### config.mk
export PLATFORM = sky130hd
export DESIGN_NAME = target_change_limiter_core_flat
export DESIGN_NICKNAME = d
export VERILOG_FILES = /design/src/hw/rtl/tcl_pkg.sv /design/src/hw/rtl/tcl_if.sv /design/src/hw/rtl/tcl_mru_list.sv /design/src/hw/rtl/target_change_limiter_core.sv /design/src/flat_wrapper.sv
export SDC_FILE = /design/constraint.sdc
export NUM_CORES = 1
export LEC_CHECK = 0
export ABC_AREA = 0
export BUFFER_PORTS_ARGS = -buffer_cell sky130_fd_sc_hd__buf_2
export CAP_MARGIN = 40
export CELL_PAD_IN_SITES_DETAIL_PLACEMENT = 1
export CELL_PAD_IN_SITES_GLOBAL_PLACEMENT = 1
export CORE_MARGIN = 2
export CORE_UTILIZATION = 35
export DETAILED_ROUTE_END_ITERATION = 10
export GPL_TIMING_DRIVEN = 0
export PLACE_DENSITY_LB_ADDON = 0.15
export SLEW_MARGIN = 20
export SYNTH_ARGS = -nofsm -noshare
export SYNTH_HDL_FRONTEND = slang
export SYNTH_HIERARCHICAL = 1
export SYNTH_SLANG_ARGS = --single-unit
### constraint.sdc
create_clock -name clk_i -period 8.6 [get_ports clk_i]
set_input_delay 0.86 -clock clk_i [delete_from_list [all_inputs] [get_ports clk_i]]
set_output_delay 0.86 -clock clk_i [all_outputs]
set_load 0.03 [all_outputs]
### src/hw/rtl/tcl_pkg.sv
`default_nettype none
// ----------------------------------------------------------------------------
// Target change limiter package
// Shared constants, register indexes and list control type.
// ----------------------------------------------------------------------------
package tcl_pkg;

  // Default sizes of the two recent-id lists and of a stored id.
  localparam int unsigned TARGET_DEPTH_DEF = 16;
  localparam int unsigned REPLY_DEPTH_DEF  = 8;
  localparam int unsigned ID_WIDTH_DEF     = 32;

  // Fixed field widths of the ports.
  localparam int unsigned FIELD_ID_W  = 32;
  localparam int unsigned FIELD_NOW_W = 32;
  localparam int unsigned MT_W        = 5;
  localparam int unsigned MR_W        = 4;
  localparam int unsigned CFG_IDX_W   = 1;
  localparam int unsigned CFG_DATA_W  = 5;

  // Configuration register indexes.
  localparam logic [CFG_IDX_W-1:0] CFG_MAX_TARGETS = 1'd0;
  localparam logic [CFG_IDX_W-1:0] CFG_MAX_REPLIES = 1'd1;

  // Register reset values.
  localparam logic [MT_W-1:0] MAX_TARGETS_RST = 5'd10;
  localparam logic [MR_W-1:0] MAX_REPLIES_RST = 4'd5;

  // One target slot is freed for every whole aging period.
  localparam logic [FIELD_NOW_W-1:0] AGING_PERIOD = 32'd60;

  // Input word kinds.
  localparam logic KIND_SEND  = 1'b0;
  localparam logic KIND_REPLY = 1'b1;

  // List update command: shift entries back up to the index and refill
  // the front either from the new id or from the entry at the index.
  typedef struct packed {
    logic shift;
    logic take_new;
  } tcl_op_t;

endpackage : tcl_pkg
`default_nettype wire

### src/hw/rtl/tcl_if.sv
`default_nettype none
// ----------------------------------------------------------------------------
// Target change limiter channels
// Valid/ready channels for input words and result words.
// ----------------------------------------------------------------------------
interface tcl_in_if;
  logic        valid;
  logic        ready;
  logic        kind;
  logic [31:0] target_id;
  logic [31:0] now_seconds;

  modport source (output valid, output kind, output target_id, output now_seconds,
                  input ready);
  modport sink   (input valid, input kind, input target_id, input now_seconds,
                  output ready);
endinterface : tcl_in_if

interface tcl_out_if;
  logic valid;
  logic ready;
  logic allowed;

  modport source (output valid, output allowed, input ready);
  modport sink   (input valid, input allowed, output ready);
endinterface : tcl_out_if
`default_nettype wire

### src/hw/rtl/tcl_mru_list.sv
`default_nettype none
// ----------------------------------------------------------------------------
// Most-recently-used id list
// Entry store with one read port and a shift-to-front update.
// ----------------------------------------------------------------------------
module tcl_mru_list #(
  parameter int unsigned DEPTH = 16,
  parameter int unsigned ID_W  = 32,
  localparam int unsigned IDX_W = (DEPTH > 1) ? $clog2(DEPTH) : 1
) (
  input  wire logic             clk_i,
  input  wire tcl_pkg::tcl_op_t op_i,
  input  wire logic [IDX_W-1:0] idx_i,
  input  wire logic [ID_W-1:0]  new_id_i,
  output logic      [ID_W-1:0]  rd_data_o
);
  import tcl_pkg::*;

  logic [ID_W-1:0] ent_q [DEPTH];

  // The read port serves both the search and the move-to-front source.
  assign rd_data_o = ent_q[idx_i];

  always_ff @(posedge clk_i) begin
    if (op_i.shift) begin
      ent_q[0] <= op_i.take_new ? new_id_i : ent_q[idx_i];
    end
  end

  // Entries in front of the index step back by one place.
  for (genvar i = 1; i < DEPTH; i++) begin : g_ent
    always_ff @(posedge clk_i) begin
      if (op_i.shift && (idx_i >= IDX_W'(i))) begin
        ent_q[i] <= ent_q[i-1];
      end
    end
  end

endmodule : tcl_mru_list
`default_nettype wire

### src/hw/rtl/target_change_limiter_core.sv
`default_nettype none
// Sequence: a send that misses searches the target list, then the reply list, then ages
//   the target list and decides on the new target before its result is handed out;
//   hits and reply words finish sooner, as they skip some of these steps.
// Throughput: one word at a time; the search comparator and the aging subtractor
//   each handle one entry or one period per cycle. Reset clears counts, aging time
//   and registers to defaults; list entries are written before they are read.
// ----------------------------------------------------------------------------
// Target change limiter core
// Limits how fast one sender turns to new targets, using two recent-id lists.
// ----------------------------------------------------------------------------
module target_change_limiter_core #(
  parameter int unsigned TARGET_DEPTH = tcl_pkg::TARGET_DEPTH_DEF,
  parameter int unsigned REPLY_DEPTH  = tcl_pkg::REPLY_DEPTH_DEF,
  parameter int unsigned ID_WIDTH     = tcl_pkg::ID_WIDTH_DEF
) (
  input  wire logic                           clk_i,
  input  wire logic                           rst_ni,
  input  wire logic                           cfg_we_i,
  input  wire logic [tcl_pkg::CFG_IDX_W-1:0]  cfg_idx_i,
  input  wire logic [tcl_pkg::CFG_DATA_W-1:0] cfg_data_i,
  tcl_in_if.sink                              in_if,
  tcl_out_if.source                           out_if
);
  import tcl_pkg::*;

  localparam int unsigned TCNT_W = $clog2(TARGET_DEPTH + 1);
  localparam int unsigned RCNT_W = $clog2(REPLY_DEPTH + 1);
  localparam int unsigned TIDX_W = (TARGET_DEPTH > 1) ? $clog2(TARGET_DEPTH) : 1;
  localparam int unsigned RIDX_W = (REPLY_DEPTH > 1) ? $clog2(REPLY_DEPTH) : 1;
  localparam int unsigned SCN_W  = (TCNT_W > RCNT_W) ? TCNT_W : RCNT_W;
  localparam int unsigned TCMP_W = (TCNT_W > MT_W) ? TCNT_W : MT_W;
  localparam int unsigned RCMP_W = (RCNT_W > MR_W) ? RCNT_W : MR_W;

  // Sequencer states.
  localparam logic [2:0] S_IDLE   = 3'd0;
  localparam logic [2:0] S_SCAN_T = 3'd1;
  localparam logic [2:0] S_SCAN_R = 3'd2;
  localparam logic [2:0] S_AGE0   = 3'd3;
  localparam logic [2:0] S_AGE    = 3'd4;
  localparam logic [2:0] S_DECIDE = 3'd5;
  localparam logic [2:0] S_DONE   = 3'd6;

  logic [2:0]             state_q, state_d;
  logic [SCN_W-1:0]       ptr_q, ptr_d;
  logic [TCNT_W-1:0]      t_count_q, t_count_d;
  logic [RCNT_W-1:0]      r_count_q, r_count_d;
  logic [RCNT_W-1:0]      r_count_m1;
  logic [FIELD_NOW_W-1:0] last_q, last_d;
  logic [MT_W-1:0]        max_targets_q;
  logic [MR_W-1:0]        max_replies_q;
  logic [MR_W-1:0]        r_lim;
  logic                   out_valid_q, out_valid_d;
  logic                   out_allowed_q, out_allowed_d;

  // Payload registers of the word in progress.
  logic                   kind_q, kind_d;
  logic [ID_WIDTH-1:0]    id_q, id_d;
  logic [FIELD_NOW_W-1:0] now_q, now_d;
  logic [FIELD_NOW_W-1:0] rem_q, rem_d;
  logic                   first_q, first_d;
  logic                   res_q, res_d;

  logic [ID_WIDTH+FIELD_ID_W-1:0] id_ext;
  logic                   in_fire;
  logic                   out_free;
  logic                   t_full, r_full;
  logic                   id_hit;
  logic [ID_WIDTH-1:0]    cmp_a;
  logic [FIELD_NOW_W-1:0] sub_a, sub_b, sub_diff;
  logic                   sub_borrow;

  tcl_op_t                t_op, r_op;
  logic [TIDX_W-1:0]      t_idx;
  logic [RIDX_W-1:0]      r_idx;
  logic [ID_WIDTH-1:0]    t_rd, r_rd;

  // ---------------------------------------------------------------------------
  // List stores. Only the first count entries of each list are ever read.
  // ---------------------------------------------------------------------------
  tcl_mru_list #(
    .DEPTH (TARGET_DEPTH),
    .ID_W  (ID_WIDTH)
  ) u_target_list (
    .clk_i     (clk_i),
    .op_i      (t_op),
    .idx_i     (t_idx),
    .new_id_i  (id_q),
    .rd_data_o (t_rd)
  );

  tcl_mru_list #(
    .DEPTH (REPLY_DEPTH),
    .ID_W  (ID_WIDTH)
  ) u_reply_list (
    .clk_i     (clk_i),
    .op_i      (r_op),
    .idx_i     (r_idx),
    .new_id_i  (id_q),
    .rd_data_o (r_rd)
  );

  // ---------------------------------------------------------------------------
  // Shared units: one id comparator for both searches, and one 32-bit
  // subtractor that first forms the elapsed time and then counts off
  // whole aging periods from it.
  // ---------------------------------------------------------------------------
  assign cmp_a  = (state_q == S_SCAN_T) ? t_rd : r_rd;
  assign id_hit = (cmp_a == id_q);

  assign sub_a = (state_q == S_AGE0) ? now_q  : rem_q;
  assign sub_b = (state_q == S_AGE0) ? last_q : AGING_PERIOD;
  assign {sub_borrow, sub_diff} = {1'b0, sub_a} - {1'b0, sub_b};

  // The target list is full at the configured limit or at its depth.
  assign t_full = (TCMP_W'(t_count_q) >= TCMP_W'(max_targets_q)) ||
                  (t_count_q == TCNT_W'(TARGET_DEPTH));

  // A reply limit of zero behaves as one.
  assign r_lim  = (max_replies_q == '0) ? MR_W'(1) : max_replies_q;
  assign r_full = (RCMP_W'(r_count_q) >= RCMP_W'(r_lim)) ||
                  (r_count_q == RCNT_W'(REPLY_DEPTH));
  assign r_count_m1 = r_count_q - 1'b1;

  // Ids wider than the stored width are cut, narrower ones zero-extended.
  assign id_ext = {{ID_WIDTH{1'b0}}, in_if.target_id};

  assign in_if.ready    = (state_q == S_IDLE);
  assign in_fire        = in_if.valid && in_if.ready;
  assign out_free       = !out_valid_q || out_if.ready;
  assign out_if.valid   = out_valid_q;
  assign out_if.allowed = out_allowed_q;

  // ---------------------------------------------------------------------------
  // Sequencer.
  // ---------------------------------------------------------------------------
  always_comb begin
    state_d       = state_q;
    ptr_d         = ptr_q;
    t_count_d     = t_count_q;
    r_count_d     = r_count_q;
    last_d        = last_q;
    kind_d        = kind_q;
    id_d          = id_q;
    now_d         = now_q;
    rem_d         = rem_q;
    first_d       = first_q;
    res_d         = res_q;
    t_op          = '0;
    r_op          = '0;
    t_idx         = ptr_q[TIDX_W-1:0];
    r_idx         = ptr_q[RIDX_W-1:0];
    out_valid_d   = (out_valid_q && out_if.ready) ? 1'b0 : out_valid_q;
    out_allowed_d = out_allowed_q;

    case (state_q)
      S_IDLE: begin
        if (in_fire) begin
          kind_d  = in_if.kind;
          id_d    = id_ext[ID_WIDTH-1:0];
          now_d   = in_if.now_seconds;
          ptr_d   = '0;
          state_d = (in_if.kind == KIND_REPLY) ? S_SCAN_R : S_SCAN_T;
        end
      end

      // Search the target list one entry a cycle; a hit moves it to the front.
      S_SCAN_T: begin
        if (ptr_q == SCN_W'(t_count_q)) begin
          ptr_d   = '0;
          state_d = S_SCAN_R;
        end else if (id_hit) begin
          t_op.shift = 1'b1;
          res_d      = 1'b1;
          state_d    = S_DONE;
        end else begin
          ptr_d = ptr_q + 1'b1;
        end
      end

      // Search the reply list. A reply that misses is pushed here, dropping
      // the oldest entry when the list is full.
      S_SCAN_R: begin
        if (ptr_q == SCN_W'(r_count_q)) begin
          if (kind_q == KIND_REPLY) begin
            r_op.shift    = 1'b1;
            r_op.take_new = 1'b1;
            if (r_full) begin
              r_idx = r_count_m1[RIDX_W-1:0];
            end else begin
              r_idx     = r_count_q[RIDX_W-1:0];
              r_count_d = r_count_q + 1'b1;
            end
            res_d   = 1'b1;
            state_d = S_DONE;
          end else begin
            state_d = S_AGE0;
          end
        end else if (id_hit) begin
          r_op.shift = 1'b1;
          res_d      = 1'b1;
          state_d    = S_DONE;
        end else begin
          ptr_d = ptr_q + 1'b1;
        end
      end

      // Elapsed time since the last aging; time going backwards ages nothing.
      S_AGE0: begin
        rem_d   = sub_borrow ? '0 : sub_diff;
        first_d = 1'b1;
        state_d = S_AGE;
      end

      // One whole period per cycle drops one oldest target. The aging time
      // moves only when at least one whole period has gone by.
      S_AGE: begin
        first_d = 1'b0;
        if (!sub_borrow) begin
          if (first_q) begin
            last_d = now_q;
          end
          if (t_count_q != '0) begin
            rem_d     = sub_diff;
            t_count_d = t_count_q - 1'b1;
          end else begin
            state_d = S_DECIDE;
          end
        end else begin
          state_d = S_DECIDE;
        end
      end

      S_DECIDE: begin
        if (t_full) begin
          res_d = 1'b0;
        end else begin
          t_op.shift    = 1'b1;
          t_op.take_new = 1'b1;
          t_idx         = t_count_q[TIDX_W-1:0];
          t_count_d     = t_count_q + 1'b1;
          res_d         = 1'b1;
        end
        state_d = S_DONE;
      end

      // Hand the result to the output register once it is free.
      S_DONE: begin
        if (out_free) begin
          out_valid_d   = 1'b1;
          out_allowed_d = res_q;
          state_d       = S_IDLE;
        end
      end

      default: begin
        state_d = S_IDLE;
      end
    endcase
  end

  // ---------------------------------------------------------------------------
  // Control registers.
  // ---------------------------------------------------------------------------
  always_ff @(posedge clk_i or negedge rst_ni) begin
    if (!rst_ni) begin
      state_q     <= S_IDLE;
      ptr_q       <= '0;
      t_count_q   <= '0;
      r_count_q   <= '0;
      last_q      <= '0;
      out_valid_q <= 1'b0;
    end else begin
      state_q     <= state_d;
      ptr_q       <= ptr_d;
      t_count_q   <= t_count_d;
      r_count_q   <= r_count_d;
      last_q      <= last_d;
      out_valid_q <= out_valid_d;
    end
  end

  // Configuration registers, unguarded; user writes only while no word is in progress.
  always_ff @(posedge clk_i or negedge rst_ni) begin
    if (!rst_ni) begin
      max_targets_q <= MAX_TARGETS_RST;
      max_replies_q <= MAX_REPLIES_RST;
    end else if (cfg_we_i) begin
      case (cfg_idx_i)
        CFG_MAX_TARGETS: max_targets_q <= cfg_data_i[MT_W-1:0];
        CFG_MAX_REPLIES: max_replies_q <= cfg_data_i[MR_W-1:0];
        default: begin
        end
      endcase
    end
  end

  // Payload registers need no reset.
  always_ff @(posedge clk_i) begin
    kind_q        <= kind_d;
    id_q          <= id_d;
    now_q         <= now_d;
    rem_q         <= rem_d;
    first_q       <= first_d;
    res_q         <= res_d;
    out_allowed_q <= out_allowed_d;
  end

endmodule : target_change_limiter_core
`default_nettype wire

### src/flat_wrapper.sv
// flat-port wrapper written by rule: the top's interface ports become plain ports
module target_change_limiter_core_flat import tcl_pkg::*;
#(
  parameter int unsigned TARGET_DEPTH = tcl_pkg::TARGET_DEPTH_DEF,
  parameter int unsigned REPLY_DEPTH  = tcl_pkg::REPLY_DEPTH_DEF,
  parameter int unsigned ID_WIDTH     = tcl_pkg::ID_WIDTH_DEF
)
  (clk_i, rst_ni, cfg_we_i, cfg_idx_i, cfg_data_i, in_if_valid, in_if_kind, in_if_target_id, in_if_now_seconds, in_if_ready, out_if_valid, out_if_allowed, out_if_ready);
  tcl_in_if in_if_i ();
  tcl_out_if out_if_i ();
  input  wire logic clk_i;
  input  wire logic rst_ni;
  input  wire logic cfg_we_i;
  input  wire logic [tcl_pkg::CFG_IDX_W-1:0] cfg_idx_i;
  input  wire logic [tcl_pkg::CFG_DATA_W-1:0] cfg_data_i;
  input wire logic [$bits(in_if_i.valid)-1:0] in_if_valid;
  input wire logic [$bits(in_if_i.kind)-1:0] in_if_kind;
  input wire logic [$bits(in_if_i.target_id)-1:0] in_if_target_id;
  input wire logic [$bits(in_if_i.now_seconds)-1:0] in_if_now_seconds;
  output wire logic [$bits(in_if_i.ready)-1:0] in_if_ready;
  output wire logic [$bits(out_if_i.valid)-1:0] out_if_valid;
  output wire logic [$bits(out_if_i.allowed)-1:0] out_if_allowed;
  input wire logic [$bits(out_if_i.ready)-1:0] out_if_ready;
  assign in_if_i.valid = in_if_valid;
  assign in_if_i.kind = in_if_kind;
  assign in_if_i.target_id = in_if_target_id;
  assign in_if_i.now_seconds = in_if_now_seconds;
  assign in_if_ready = in_if_i.ready;
  assign out_if_valid = out_if_i.valid;
  assign out_if_allowed = out_if_i.allowed;
  assign out_if_i.ready = out_if_ready;
  target_change_limiter_core #(.TARGET_DEPTH(TARGET_DEPTH), .REPLY_DEPTH(REPLY_DEPTH), .ID_WIDTH(ID_WIDTH)) u_core (.clk_i(clk_i), .rst_ni(rst_ni), .cfg_we_i(cfg_we_i), .cfg_idx_i(cfg_idx_i), .cfg_data_i(cfg_data_i), .in_if(in_if_i), .out_if(out_if_i));
endmodule
* After elaboration in Yosys (flattened, before gate mapping) *
Memory sizes are Yosys's and may differ from the RTL's.
Cells that the tools add are included.

storage, ports and cells
  bits in registers = 159
  memory bits (writable) = 768
  input bits = 76
  output and inout bits = 3
  logic and storage cells = 218
  memories = 2

memory list
  name                        depth  width  read ports  clocked after Yosys merged registers in  wr ports  line                source
  u_core.u_target_list.ent_q  16     32     16          0                                        16        tcl_mru_list.sv:19  logic [ID_W-1:0] ent_q [DEPTH];
  u_core.u_reply_list.ent_q   8      32     8           0                                        8         tcl_mru_list.sv:19

operators by class
  $add $sub $neg = 6
  order comparisons = 24
  equality and inequality tests = 20
  mux-type cells = 102
  bitwise logic cells = 3
  reduce and logical (&&, ||, !) cells = 46

operator list
  kind                                                               count
  2-to-1 mux 32 bit                                                  8
  case mux 32 bit (2 select lines)                                   1
  2-to-1 mux 1 bit                                                   61
  2-to-1 mux 3 bit                                                   12
  2-to-1 mux 5 bit                                                   7
  subtractor 32 x 32 -> 33 bit                                       1
  == test 32 bit                                                     1
  greater-or-equal comparator 4 bit, second input constant           8
  logical AND 1 bit                                                  24
  case mux 3 bit (7 select lines)                                    1
  greater-or-equal comparator 4 x 3 -> 1 bit, second input constant  4
  case mux 5 bit (3 select lines)                                    1
  AND reduction 3 bit                                                5
  greater-or-equal comparator 3 bit, second input constant           4
  2-to-1 mux 4 bit                                                   3
  adder 5 x 1 -> 5 bit, second input constant                        2
  inequality test 2 bit, second input constant                       5
  case mux 5 bit (2 select lines)                                    1
  == test 3 bit, second input constant                               3
  greater-or-equal comparator 4 x 2 -> 1 bit, second input constant  2
  2-to-1 mux 2 bit                                                   4
  AND reduction 2 bit                                                4
  AND reduction 4 bit                                                2
  == test 3 x 2 -> 1 bit, second input constant                      2
  other kinds (25)                                                   35

* Depth between registers and ports, before layout *
An unclocked memory read counts as a cell.

  word-level depth = 17
  gate-level depth with buffers = 30
  gate-level depth less buffers = 25

* Modules after synthesis *
Netlist, hierarchy kept.

by module, submodules not included
  module                                instances  cells an instance  area an instance (um^2)  sequential area each (um^2)
  tcl_mru_list at u_core.u_target_list  1          880                19,824.0                 15,374.7
  tcl_mru_list at u_core.u_reply_list   1          592                10,276.1                 7,687.4
  target_change_limiter_core            1          929                9,311.4                  4,484.3

* Least setup slack after synthesis *
Ideal clock, no wire load.

  path type = flip-flop to flip-flop
  from = register u_core.max_replies_q[2]
  to = memory u_core.u_target_list.ent_q[15][0] (enable)
  library setup time = 421 ps
  arrival = 8,478 ps
  required time = 8,179 ps
  setup slack = -299 ps
  cell stages (with the launch flop) = 26
  path buffers = 3
  period minus slack after synthesis = 8,899 ps
  cell sequence = dfstp_2 inv_1 a31o_2 ha_1 nand2b_1 a21o_1 a21o_1 a21oi_1 and3b_1 o31ai_1 nand2b_1 buf_1 o22a_1 nand2_1 xor2_1 or4_1 nor4_1 o2111ai_1 nor4b_2 buf_2 nand3_1 nand2_1 and2_1 clkbuf_1 nand2_1 nor2_1

RTL lines
  item                    line                               source
  start, declared         target_change_limiter_core.sv:51   logic [MR_W-1:0] max_replies_q;
  start signal, assigned  target_change_limiter_core.sv:291  CFG_MAX_REPLIES: max_replies_q <= cfg_data_i[MR_W-1:0];
  end, declared           tcl_mru_list.sv:19

==> results.txt <==
----------------------------------------------------
[Setup path]
  Type of element capturing the critical path ... flop
  Endpoint of the most critical register-to-register path ... u_core/u_target_list/ent_q[15][16]$_DFFE_PP_
  Startpoint class of the critical path ... flop
  Logic depth of the worst register-to-register path ... 30
  Worst setup path class ... reg -> reg
  FF-to-FF Start ... u_core/t_count_q[0]$_DFFE_PN0P_
  Required arrival time at the worst endpoint ... 9.01 ns
  Worst reg2reg setup slack ... 0.49 ns
  Maximum fanout along the worst path ... 22
  Data arrival time of the critical path ... 8.51 ns
  CP max-delay cell ... sky130_fd_sc_hd__clkbuf_1
  Biggest cell delay along the critical path ... 0.64 ns

[Synth]
  Most used flip-flop cell after synthesis ... sky130_fd_sc_hd__edfxtp_1
  Combinational family with the most area after synthesis ... multiplexers
  Number of flops mapped to enable cells by yosys ... 868
  Post-synthesis instance total ... 2401
  Number of different library cells in the post-synthesis netlist ... 72
  Portion of the post-synthesis area used by sequential elements ... 69.9%
  Fraction of synthesized area in multiplexers ... 12.8%
  Synth Area in Adders ... 1.59%
  Total standard cell area after synthesis ... 39400 um2
  Simple-gate portion of the synthesized area ... 4.98%
  Post-synthesis cell type with the largest combined area ... sky130_fd_sc_hd__edfxtp_1
  Number of nets in the synthesized netlist ... 2526
  Top area cells in the synthesized netlist ... sky130_fd_sc_hd__edfxtp_1 66%, sky130_fd_sc_hd__mux4_2 7.3%, sky130_fd_sc_hd__mux2i_1 4.4%, sky130_fd_sc_hd__dfrtp_1 3.5%, sky130_fd_sc_hd__nand2_1 2.0%
  Average cell area after synthesis ... 16.4 um2
  Top cell type's share of synthesized area ... 66.1%
  XOR/XNOR Fraction of Synth Area ... 1.53%
  Flip-flop and latch count after synthesis ... 927
  Async set-reset flop share out of synthesis ... 6.36%
  Complex-gate fraction of the synthesized area ... 6.92%
  Warning count from the yosys run ... 6

[STA]
  RSZ-0062 raised after global routing ... no
  Timing-limited maximum frequency ... 123 MHz
  Setup Viol. Count Final ... 0
  Final number of max-transition violations ... 0
  Worst slew margin relative to its limit ... 35.6%
  Transition time at the pin with the least slew margin ... 0.964 ns
  Final setup skew ... 0.0499 ns
  Number of endpoints with negative hold slack in the final report ... 0
  Final worst-path cycle share ... 94.3%
  Post-layout minimum cycle time ... 8.11 ns
  Total Neg Setup Slack ... 0 ns

[Place]
  Instance area at placement ... 42700 um2
  Port Buffers ... 78
  HPWL after detailed placement ... 82200 um
  Global placement routability congestion ... 0.807

[Global route]
  Number of global-route vias before repair ... 24900
  Antenna violations before repair ... 0
  Maximum number of pins on one net before global-route repair ... 38
  First-pass GRT wire length ... 177000 um
  Overall routing resource usage ... 21.1%
  Grt total ovfl ... 0

[Detailed routing]
  Sum of met2 wire segment lengths after detailed routing ... 57800 um
  Number of remaining DRC errors ... 0
  Met1 layer wirelength in the final routing ... 53400 um
  Detailed Routing Iterations Pass 1 ... 5
  Total routed wirelength ... 122000 um
  Highest routed metal layer ... met4
  Iter 0 DRT Violations ... 2247
  Post-route antenna net violation count ... 0
  DR vias/cell ... 5.50
  Drt wl/cell ... 28.8 um
  Met3 WL ... 7810 um
  Via count ... 23300

[CTS]
  Hold buffer count at CTS ... 0
  H-tree levels ... 3
  Clock transition time at the flip-flop clock pins of the worst setup and hold paths ... 0.06 ns
  Clock latency on the worst-skew pair ... 0.71 ns
  TritonCTS buffer count ... 105
  CTS tree ... done
  CTS root buffer ... sky130_fd_sc_hd__clkbuf_16
  Number of clock sinks seen by CTS ... 927
  Max Root-Sink Buffers ... 3

[Die]
  Placeable core region ... 112000 um2
  Placement Rows ... 123
  Die Footprint ... 115000 um2
  Die Y-Extent ... 340 um
  Initial standard-cell utilization of the core ... 35.2%
  Die X-Extent ... 340 um
  Boundary pin count ... 79

[Worst hold path]
  Type of the worst min-delay path ... in -> async

[Cells and area]
  Final non-filler cell area ... 46600 um2
  Layout overhead on the synthesized area ... 18.4%
  Number of nets in the layout ... 2769
  Share of layout cells above drive strength 1 ... 20.8%
  Final core occ ... 41.6%

[Outcome]
  Run status ... finished, final reports clean

[Run]
  Number of violations of the max-capacitance limit ... 0

[Power]
  Largest voltage drop on the vdd net ... 213 uV
  Power per cell area ... 361 nW/um2
  Leakage power of the design ... 0.0157 uW

----------------------------------------------------
## critical path: cells and delay by family, from the launching register on
family / cells / cell delay, ns
compound gates: 8 / 1.83
fa+ha+maj: 1 / 0.30
buf+inv: 11 / 3.14
flops: 1 / 0.45
simple gates: 10 / 2.02
## report_power, final
part	total, uW	internal (uW)	switching, uW
Combinational	6210	2440	3770
Clock	4780	2840	1940
Sequential	5870	5570	305
## layout make-up
cell class	count	area [um2]
Antenna cell	2	5.00
Buffer	121	731
Clock buffer	130	2800
Clock inverter	70	872
Fill cell	11100	65400
Inverter	53	208
Multi-Input combinational cell	1300	11200
Sequential cell	927	27500
Tap cell	1500	1880
Timing Repair Buffer	136	1440
## worst max path at each step
stage | startpoint | to | slack (ns)
3_3_place_gp | u_core/t_count_q[0]$_DFFE_PN0P_ | u_core/u_target_list/ent_q[3][12]$_DFFE_PP_ | -7.45
5_1_grt | u_core/t_count_q[0]$_DFFE_PN0P_ | u_core/u_target_list/ent_q[15][19]$_DFFE_PP_ | 0.06
2_1_floorplan | u_core/max_replies_q[2]$_DFFE_PN1P_ | u_core/u_target_list/ent_q[3][0]$_DFFE_PP_ | 0.02
6_report | u_core/t_count_q[0]$_DFFE_PN0P_ | u_core/u_target_list/ent_q[15][16]$_DFFE_PP_ | 0.49
4_1_cts | u_core/t_count_q[0]$_DFFE_PN0P_ | u_core/u_target_list/ent_q[15][19]$_DFFE_PP_ | 0.009
3_5_place_dp | u_core/t_count_q[0]$_DFFE_PN0P_ | u_core/u_target_list/ent_q[15][15]$_DFFE_PP_ | -1.18
## state kept, by name (all words and copies together), names as in the netlist
register and cells:
u_core/state_q 3, u_core/r_count_q 4, u_core/out_if.allowed 1, u_core/u_target_list/ent_q 512, u_core/u_reply_list/ent_q 256, u_core/id_q 32
u_core/t_count_q 5, u_core/max_targets_q 5, u_core/rem_q 32, u_core/max_replies_q 4, u_core/ptr_q 5, u_core/last_q 32
u_core/first_q 1, u_core/kind_q 1, u_core/res_q 1, u_core/now_q 32, u_core/out_if.valid 1
## metrics by stage
step,total power (uW),setup WS (ns),hold WS [ns],cells
2_1_floorplan,9940,0.0232,0.421,2401
3_3_place_gp,11900,-7.45,0.423,3979
3_5_place_dp,12100,-1.18,0.430,4021
4_1_cts,17000,0.00942,0.0578,4228
5_1_grt,17700,0.0562,0.0893,4237
6_report,16900,0.492,0.0985,4239
## Yosys cell counts (all sizes together) (9+ instances only)
cell    count
mux4      128
mux2i     172
ha         47
inv        53
clkbuf     49
nand3      12
nand2b     15
a211oi      9
nand2     210
mux2       40
nor3       14
edfxtp    868
o21a       13
o22ai      43
o22a       65
xnor2      34
xor2       35
or3         9
a21o       17
a31oi      35
o21ai      43
nor2      131
nor2b      14
a221oi     34
a21oi      86
buf        72
dfrtp      55
## placed cells by master, fill, tap and decap left out, types with 27 or more instances in the layout
| cell type | synthesis | routed |
|---|---|---|
| sky130_fd_sc_hd__clkbuf_1 | 48 | 61 |
| sky130_fd_sc_hd__a31oi_1 | 35 | 35 |
| sky130_fd_sc_hd__xor2_1 | 35 | 35 |
| sky130_fd_sc_hd__buf_2 | 33 | 106 |
| sky130_fd_sc_hd__o22a_1 | 65 | 65 |
| sky130_fd_sc_hd__a221oi_1 | 34 | 34 |
| sky130_fd_sc_hd__nor2_1 | 131 | 129 |
| sky130_fd_sc_hd__clkbuf_16 | 0 | 107 |
| sky130_fd_sc_hd__o22ai_1 | 43 | 43 |
| sky130_fd_sc_hd__xnor2_1 | 34 | 34 |
| sky130_fd_sc_hd__mux2_1 | 30 | 30 |
| sky130_fd_sc_hd__edfxtp_1 | 868 | 868 |
| sky130_fd_sc_hd__dfrtp_1 | 55 | 55 |
| sky130_fd_sc_hd__a21oi_1 | 86 | 83 |
| sky130_fd_sc_hd__inv_1 | 51 | 49 |
| sky130_fd_sc_hd__ha_1 | 47 | 47 |
| sky130_fd_sc_hd__clkinv_2 | 0 | 27 |
| sky130_fd_sc_hd__o21ai_0 | 42 | 42 |
| sky130_fd_sc_hd__nand2_1 | 210 | 207 |
| sky130_fd_sc_hd__buf_6 | 22 | 27 |
| sky130_fd_sc_hd__mux4_2 | 128 | 128 |
| sky130_fd_sc_hd__mux2i_1 | 172 | 171 |
## cells by family after synthesis
family	count (synthesis)
fa+ha+maj	49
xor+xnor	69
compound gates	394
mux	340
simple gates	448
flops	927
buf+inv	174
## per-layer routing
layer / GRT usage, % / vias up
li1: - / 9954
met2: 34.0 / 821
met4: 5.76 / 0
met1: 29.4 / 12400
met3: 3.76 / 149
met5: 0 / -
## what timing repair did
item                                   4_1_cts  5_1_grt
setup endpoints to repair                  655      292
pin swaps                                    1        5
buffers inserted                             7        6
gates resized for setup                     20       15
endpoints found under the hold margin        0        0
No activity file was read; power rests on OpenSTA's default activity.
